**src/rtl/pst_pkg.sv**
```systemverilog
// pst_pkg: shared types and codes for the pareto skyline table
// used by the channel interfaces, the compare unit and the top level
`default_nettype none

package pst_pkg;

  localparam int CMD_W   = 2;
  localparam int ITEMS_W = 64;
  localparam int VAL_W   = 32;
  localparam int ST_W    = 3;
  localparam int CNT_W   = 7;

  // request commands
  localparam logic [CMD_W-1:0] CMD_INSERT = 2'd0;
  localparam logic [CMD_W-1:0] CMD_DUMP   = 2'd1;
  localparam logic [CMD_W-1:0] CMD_CLEAR  = 2'd2;

  // result status codes
  localparam logic [ST_W-1:0] ST_INSERTED  = 3'd0;
  localparam logic [ST_W-1:0] ST_ZERO      = 3'd1;
  localparam logic [ST_W-1:0] ST_DOMINATED = 3'd2;
  localparam logic [ST_W-1:0] ST_FULL      = 3'd3;
  localparam logic [ST_W-1:0] ST_DUMP      = 3'd4;
  localparam logic [ST_W-1:0] ST_EMPTY     = 3'd5;
  localparam logic [ST_W-1:0] ST_CLEARED   = 3'd6;

  typedef struct packed {
    logic [CMD_W-1:0]   command;
    logic [ITEMS_W-1:0] itemset;
    logic [VAL_W-1:0]   utility;
    logic [VAL_W-1:0]   frequency;
  } in_req_t;

  typedef struct packed {
    logic [ST_W-1:0]    status;
    logic [CNT_W-1:0]   removed_count;
    logic [CNT_W-1:0]   live_count;
    logic [ITEMS_W-1:0] entry_itemset;
    logic [VAL_W-1:0]   entry_utility;
    logic [VAL_W-1:0]   entry_frequency;
    logic               last;
  } out_rsp_t;

  // dominance flags between candidate and one stored slot
  typedef struct packed {
    logic slot_beats;
    logic cand_beats;
  } cmp_res_t;

endpackage

`default_nettype wire

```
**src/rtl/pst_cmp.sv**
```systemverilog
// pst_cmp: shared dominance compare unit, candidate against one slot
// depends on pst_pkg
`default_nettype none

module pst_cmp (
  input  wire logic [pst_pkg::VAL_W-1:0] cand_freq,
  input  wire logic [pst_pkg::VAL_W-1:0] cand_util,
  input  wire logic [pst_pkg::VAL_W-1:0] slot_freq,
  input  wire logic [pst_pkg::VAL_W-1:0] slot_util,
  output pst_pkg::cmp_res_t              res
);
  import pst_pkg::*;

  logic f_ge, f_gt, u_ge, u_gt, f_le, f_lt, u_le, u_lt;

  always_comb begin
    f_ge = slot_freq >= cand_freq;
    f_gt = slot_freq >  cand_freq;
    u_ge = slot_util >= cand_util;
    u_gt = slot_util >  cand_util;
    f_le = slot_freq <= cand_freq;
    f_lt = slot_freq <  cand_freq;
    u_le = slot_util <= cand_util;
    u_lt = slot_util <  cand_util;
    res.slot_beats = (f_ge && u_gt) || (f_gt && u_ge);
    res.cand_beats = (f_le && u_lt) || (f_lt && u_le);
  end

endmodule

`default_nettype wire

```
**config.mk**
```make
export PLATFORM = sky130hd
export DESIGN_NAME = pst_cmp
export DESIGN_NICKNAME = d
export VERILOG_FILES = /design/src/rtl/pst_pkg.sv /design/src/rtl/pst_cmp.sv
export SDC_FILE = /design/constraint.sdc
export NUM_CORES = 1
export LEC_CHECK = 0
export ABC_AREA = 0
export BUFFER_PORTS_ARGS = -buffer_cell sky130_fd_sc_hd__buf_2
export CAP_MARGIN = 20
export CORE_MARGIN = 2
export CORE_UTILIZATION = 46
export DETAILED_ROUTE_END_ITERATION = 7
export PLACE_DENSITY = 0.95
export SLEW_MARGIN = 20
export SYNTH_ARGS = -nofsm -noshare
export SYNTH_HDL_FRONTEND = slang
export SYNTH_SLANG_ARGS = --single-unit
```
**constraint.sdc**
```tcl
create_clock -name vclk -period 3.96
set_input_delay 0.198 -clock vclk [all_inputs]
set_output_delay 0.198 -clock vclk [all_outputs]
set_load 0.02 [all_outputs]
```
==> impl_metrics.tcl, run 1 <==
set metrics [dict create \
    status "finished, final reports clean" \
    crit_type "in -> out" \
    fin_cells 418 \
    crit_path_cell_trace "buf_2 -> inv_1 -> ha_1 -> nand4_1 -> nor4_1 -> nand3_1 -> a31oi_1 -> nor3_1 -> nor3_2 -> buf_2" \
    num_rows 21 \
    fmax_ghz 0.439 \
    layout-drive-gt1-share_pct 36.0 \
    slew_viol_final 0 \
    seq_cell_count 0 \
    setup_violations 0 \
    vias 2089 \
    max_stage_delay_ns 0.51 \
    place_hpwl_um 4210 \
    pre_cts_ws_ns 1.66 \
    wl_per_cell_um 10.5 \
    netlist_instances 242 \
    finalCritPeriodShare_pct 57.6 \
    die_h_um 64.3 \
    cts_setup_buffers 0 \
    netlist_area_sq_um 1670 \
    seqCellArea_sq_um 0 \
    start_util_pct 49.0 \
    diodes 0 \
    rsz0062_at_grt "false" \
    yosys_warnings 0 \
    synth_cell_types 28 \
    design.die.area_sq_um 4140 \
    cap_violations 0 \
    min_path_cells 7 \
    finalSetupTns_ns 0 \
    fin_ws_ns 1.68 \
    syn_area_per_cell_sq_um 6.91 \
    place_inst 418 \
    crit_required_ns 3.76 \
    synth_area_leader_cell "ha_1" \
    hp-start "slot_util[31]" \
    timing.critical_path.to_type "output port" \
    layout_min_cycle_time_ns 2.28 \
    p_leak_uw 0.00155 \
    cts-resized-gates 0 \
    fin_total_pwr_uw 215 \
    cp_num_buf_inv 3 \
    grt.overflow.total 0 \
    hold_class "in -> out" \
    post-route-drc-count 0 \
    worst-path-max-fanout 3 \
    cp_top_family "simple AND/OR/NAND/NOR gates" \
    grt_pass1_vias 2001 \
    synth_top_area_share_pct 47.9 \
    vias_per_cell 5.00 \
    gp_congestion 0.792 \
    layout.nets 566 \
    io_pins 130 \
    critical_path.slowest_cell "nor4_1" \
    timing.slew.headroom_pct 67.1 \
    grt_pass1_wl_um 7320 \
    drt_iter0_drc 27 \
    peakVddDrop_mv 0.0496 \
    cts_hold_buf 0 \
    tightestPinTransition_ns 0.489 \
    wl_um 4410 \
    grt_max_degree 6 \
    die_width_um 64.3 \
    hold_end "res[0]" \
    antenna_found_initial 0 \
    port_buffers 130 \
    worstSetupStartpointType "input port" \
    first_pass_iters 4 \
    powerDensity_nw_per_um2 90.1 \
    clkbuf_count 0 \
    cp_common_cell "buf_2" \
    track_usage_pct 20.7 \
    coreArea_sq_um 3420 \
    cp.arrival_ns 2.08 \
    ys_top_cells_by_count "64 x ha_1, 64 x inv_1, 29 x a21oi_1, 17 x nand2_1, 13 x nand4_1" \
    yosysSeqAreaShare_pct 0 \
    netlist_top_cells_area "ha_1 48%, inv_1 14%, a21oi_1 8.7%" \
    syn_nets 434 \
    final_antenna_net_count 0 \
    hold_viol_final 0 \
    syn_to_final_growth_pct 42.3 \
]
through the flow:
step / hold WS (ns) / util (%) / instance area [sq um]
finish: 1.06 / 69.7 / 2380
global route: 1.11 / 69.7 / 2380
detailed placement: 1.05 / 69.7 / 2380
global placement: 1.04 / 69.7 / 2380
floorplan: 0.855 / - / 1670
CTS: 1.05 / 69.7 / 2380
per-layer routing:
layer / global-route usage, % / wire [um] / vias to the layer above
li1: - / - / 1108
met1: 23.5 / 1840 / 896
met4: 3.19 / 59 / 0
met2: 41.7 / 2170 / 77
met3: 1.94 / 332 / 8
met5: 0 / 0 / -
kinds of logic after synthesis:
kind of cell | Yosys count | share of synthesized area [%]
compound gates | 56 | 19.8
fa+ha+maj | 64 | 47.9
buf+inv | 64 | 14.4
simple gates | 58 | 18.0
power breakdown:
| group | internal, uW | switching, uW |
|---|---|---|
| registers | 0 | 0 |
| logic | 112 | 103 |
| clock network | 0 | 0 |
cell usage in the layout, fill, tap and decap left out, types with 3 or more instances in the layout:
cell,netlist,layout
nand4_1,13,13
nor4_1,4,4
nand3_1,8,8
nor3_1,3,3
inv_1,64,64
ha_1,64,64
a21o_1,6,6
o21ai_0,8,8
buf_2,0,130
a21oi_1,29,29
nand2_1,17,17
nor2_1,6,6
worst max-delay path by stage:
| stage | startpoint | to | depth (start not counted) |
|---|---|---|---|
| after floorplan | cand_util[14] | res[0] | 8 |
| after global placement | cand_freq[21] | res[1] | 10 |
| after detailed placement | cand_freq[23] | res[1] | 10 |
| after CTS | cand_freq[23] | res[1] | 10 |
| after global routing | cand_freq[27] | res[1] | 10 |
| final | cand_freq[23] | res[1] | 10 |
cell type report:
type / instances / area [sq um]
multi-input combinational: 178 / 1430
fill: 294 / 1030
timing repair buffer: 130 / 651
inverter: 64 / 240
tap: 46 / 57.6
No activity file was read; power rests on OpenSTA's default activity.
==> run 2, diff against run 1 <==
Settings changed: ABC_AREA 0 to 1, CORE_UTILIZATION 46 to 39, PLACE_DENSITY 0.95 to 0.91.
Clock period 3.96 ns to 1.93 ns, I/O delays scaled along.
==> run 2 against run 1 <==
Against the previous run:
- utilization shrank 13 points
- die area grew 24%
- combinational power grew 120%
- sequential cell count is the same
- cell count grew 12%
- synthesized cell count grew 18%
- non-clock buffer count is the same
- first-iteration DRC count shrank 52%
- final area grew 5.0%
- routed wire length shrank 6.8%
- largest cell class unchanged
==> impl_metrics.tcl, run 2 <==
set metrics [dict create \
    num_rows 24 \
    crit_type "in -> out" \
    netlist_top_cells_area "ha_1 45%, inv_1 15%, nand2_1 13%" \
    grt_pass1_vias 2057 \
    crit_required_ns 1.83 \
    powerDensity_nw_per_um2 186 \
    hold_end "res[1]" \
    min_path_cells 7 \
    finalCritPeriodShare_pct 82.2 \
    track_usage_pct 16.1 \
    grt_pass1_wl_um 7270 \
    hp-start "cand_util[0]" \
    p_leak_uw 0.00172 \
    die_width_um 71.7 \
    netSwitchingPower_uw 228 \
    coreArea_sq_um 4380 \
    cp.arrival_ns 1.49 \
    final_antenna_net_count 0 \
    timing.critical_path.to_type "output port" \
    yosysSeqAreaShare_pct 0 \
    power_frac_comb_pct 100.0 \
    layout-drive-gt1-share_pct 36.8 \
    wl_per_cell_um 8.78 \
    final_common_cell "buf_2" \
    p_sw_share_pct 49.0 \
    vias_per_cell 4.47 \
    seqCellArea_sq_um 0 \
    wl_um 4110 \
    netlist_area_sq_um 1790 \
    worst-path-max-fanout 2 \
    antenna_found_initial 0 \
    synth_area_leader_cell "ha_1" \
    syn_nets 478 \
    diodes 0 \
    seqPwrFrac_pct 0 \
    rsz0062_at_grt "false" \
    synth_top_area_share_pct 44.8 \
    fmax_ghz 0.630 \
    design.die.area_sq_um 5140 \
    syn_to_final_growth_pct 40.1 \
    clkbuf_count 0 \
    status "finished, final reports clean" \
    gp_congestion 0.777 \
    design_area_sq_um 2500 \
    start_util_pct 40.7 \
    tightestPinTransition_ns 0.194 \
    synth_cell_types 21 \
    cts_setup_buffers 0 \
    die_h_um 71.7 \
    slew_viol_final 0 \
    p_clk_share_pct 0 \
    setup_violations 0 \
    syn_area_per_cell_sq_um 6.24 \
    layout.nets 610 \
    p_int_uw 237 \
    first_pass_iters 3 \
    vias 2094 \
    place_hpwl_um 4030 \
    finalSetupTns_ns 0 \
    hold_viol_final 0 \
    yosys_warnings 0 \
    cts_hold_buf 0 \
    yosysMostFrequentCell "inv_1" \
    post-route-drc-count 0 \
    place_area_sq_um 2500 \
    timing.slew.headroom_pct 87.1 \
    layout_min_cycle_time_ns 1.59 \
    grt_max_degree 4 \
    hold_class "in -> out" \
    netlist_instances 286 \
    io_pins 130 \
    cts-resized-gates 0 \
    peakVddDrop_mv 0.101 \
    final_cell_mix "130 x buf_2, 72 x inv_1, 64 x ha_1, 61 x nand2_1, 29 x a21oi_1" \
    grt.overflow.total 0 \
    cap_violations 0 \
    seq_cell_count 0 \
    port_buffers 130 \
    drt_iter0_drc 13 \
    worstSetupStartpointType "input port" \
    ys_top_cells_by_count "72 x inv_1, 64 x ha_1, 61 x nand2_1, 29 x a21oi_1, 16 x nor2_1" \
]
-- run 2: changes by cell type after synthesis, moves of 8 or more --
cell and change:
nand2_1 +44, inv_1 +8, nor2_1 +10, nand2_2 +8, nand4_1 -11
-- run 2: power groups by stage --
stage / Combinational, uW / Clock (uW) / Sequential (uW)
2_1_floorplan: 280 / 0 / 0
3_3_place_gp: 450 / 0 / 0
3_5_place_dp: 470 / 0 / 0
4_1_cts: 474 / 0 / 0
5_1_grt: 554 / 0 / 0
6_report: 465 / 0 / 0
-- run 2: through the flow --
stage,util [%],power (uW),setup WS (ns),hold slack [ns],cells
detailed placement,57.0,470,0.358,0.932,468
finish,57.0,465,0.344,0.925,468
global route,57.0,554,0.170,0.981,468
floorplan,-,280,0.620,0.696,286
CTS,57.0,474,0.348,0.934,468
global placement,57.0,450,0.372,0.934,468
-- run 2: worst max path at each step --
| stage | to | startpoint |
|---|---|---|
| floorplan | res[1] | cand_util[23] |
| global placement | res[0] | cand_freq[31] |
| detailed placement | res[0] | cand_freq[25] |
| CTS | res[0] | cand_freq[25] |
| global route | res[0] | cand_freq[31] |
| finish | res[0] | cand_freq[31] |
-- run 2: cell type report --
cell class | instances | area, sq um
Fill cell | 414 | 1880
Multi-Input combinational cell | 206 | 1480
Timing Repair Buffer | 130 | 651
Inverter | 80 | 302
Tap cell | 52 | 65.1
-- run 2: cells by family (layout without fill, tap and decap cells) --
logic type               after synthesis  after routing  synth area share [%]
AO/OA/AOI/OAI                         43             43                  13.3
adder cells (fa/ha/maj)               64             64                  44.8
buffers and inverters                 80            210                  16.9
AND/OR/NAND/NOR                       99             99                  24.9
-- run 2: per-layer routing --
metal	global-route usage (%)	routed length, um	vias up
met1	16.7	1530	868
met3	0.844	282	2
met5	0	0	-
met4	1.68	16	0
met2	35.3	2280	63
li1	-	-	1161
-- run 2: critical path: stages --
cell	delay, ns
buf_2	0.07
inv_1	0.03
ha_1	0.31
a21oi_1	0.17
o21a_1	0.15
nand2_1	0.05
a21oi_1	0.18
nand2_2	0.09
inv_1	0.06
nand2_1	0.05
nand2_1	0.07
buf_2	0.17
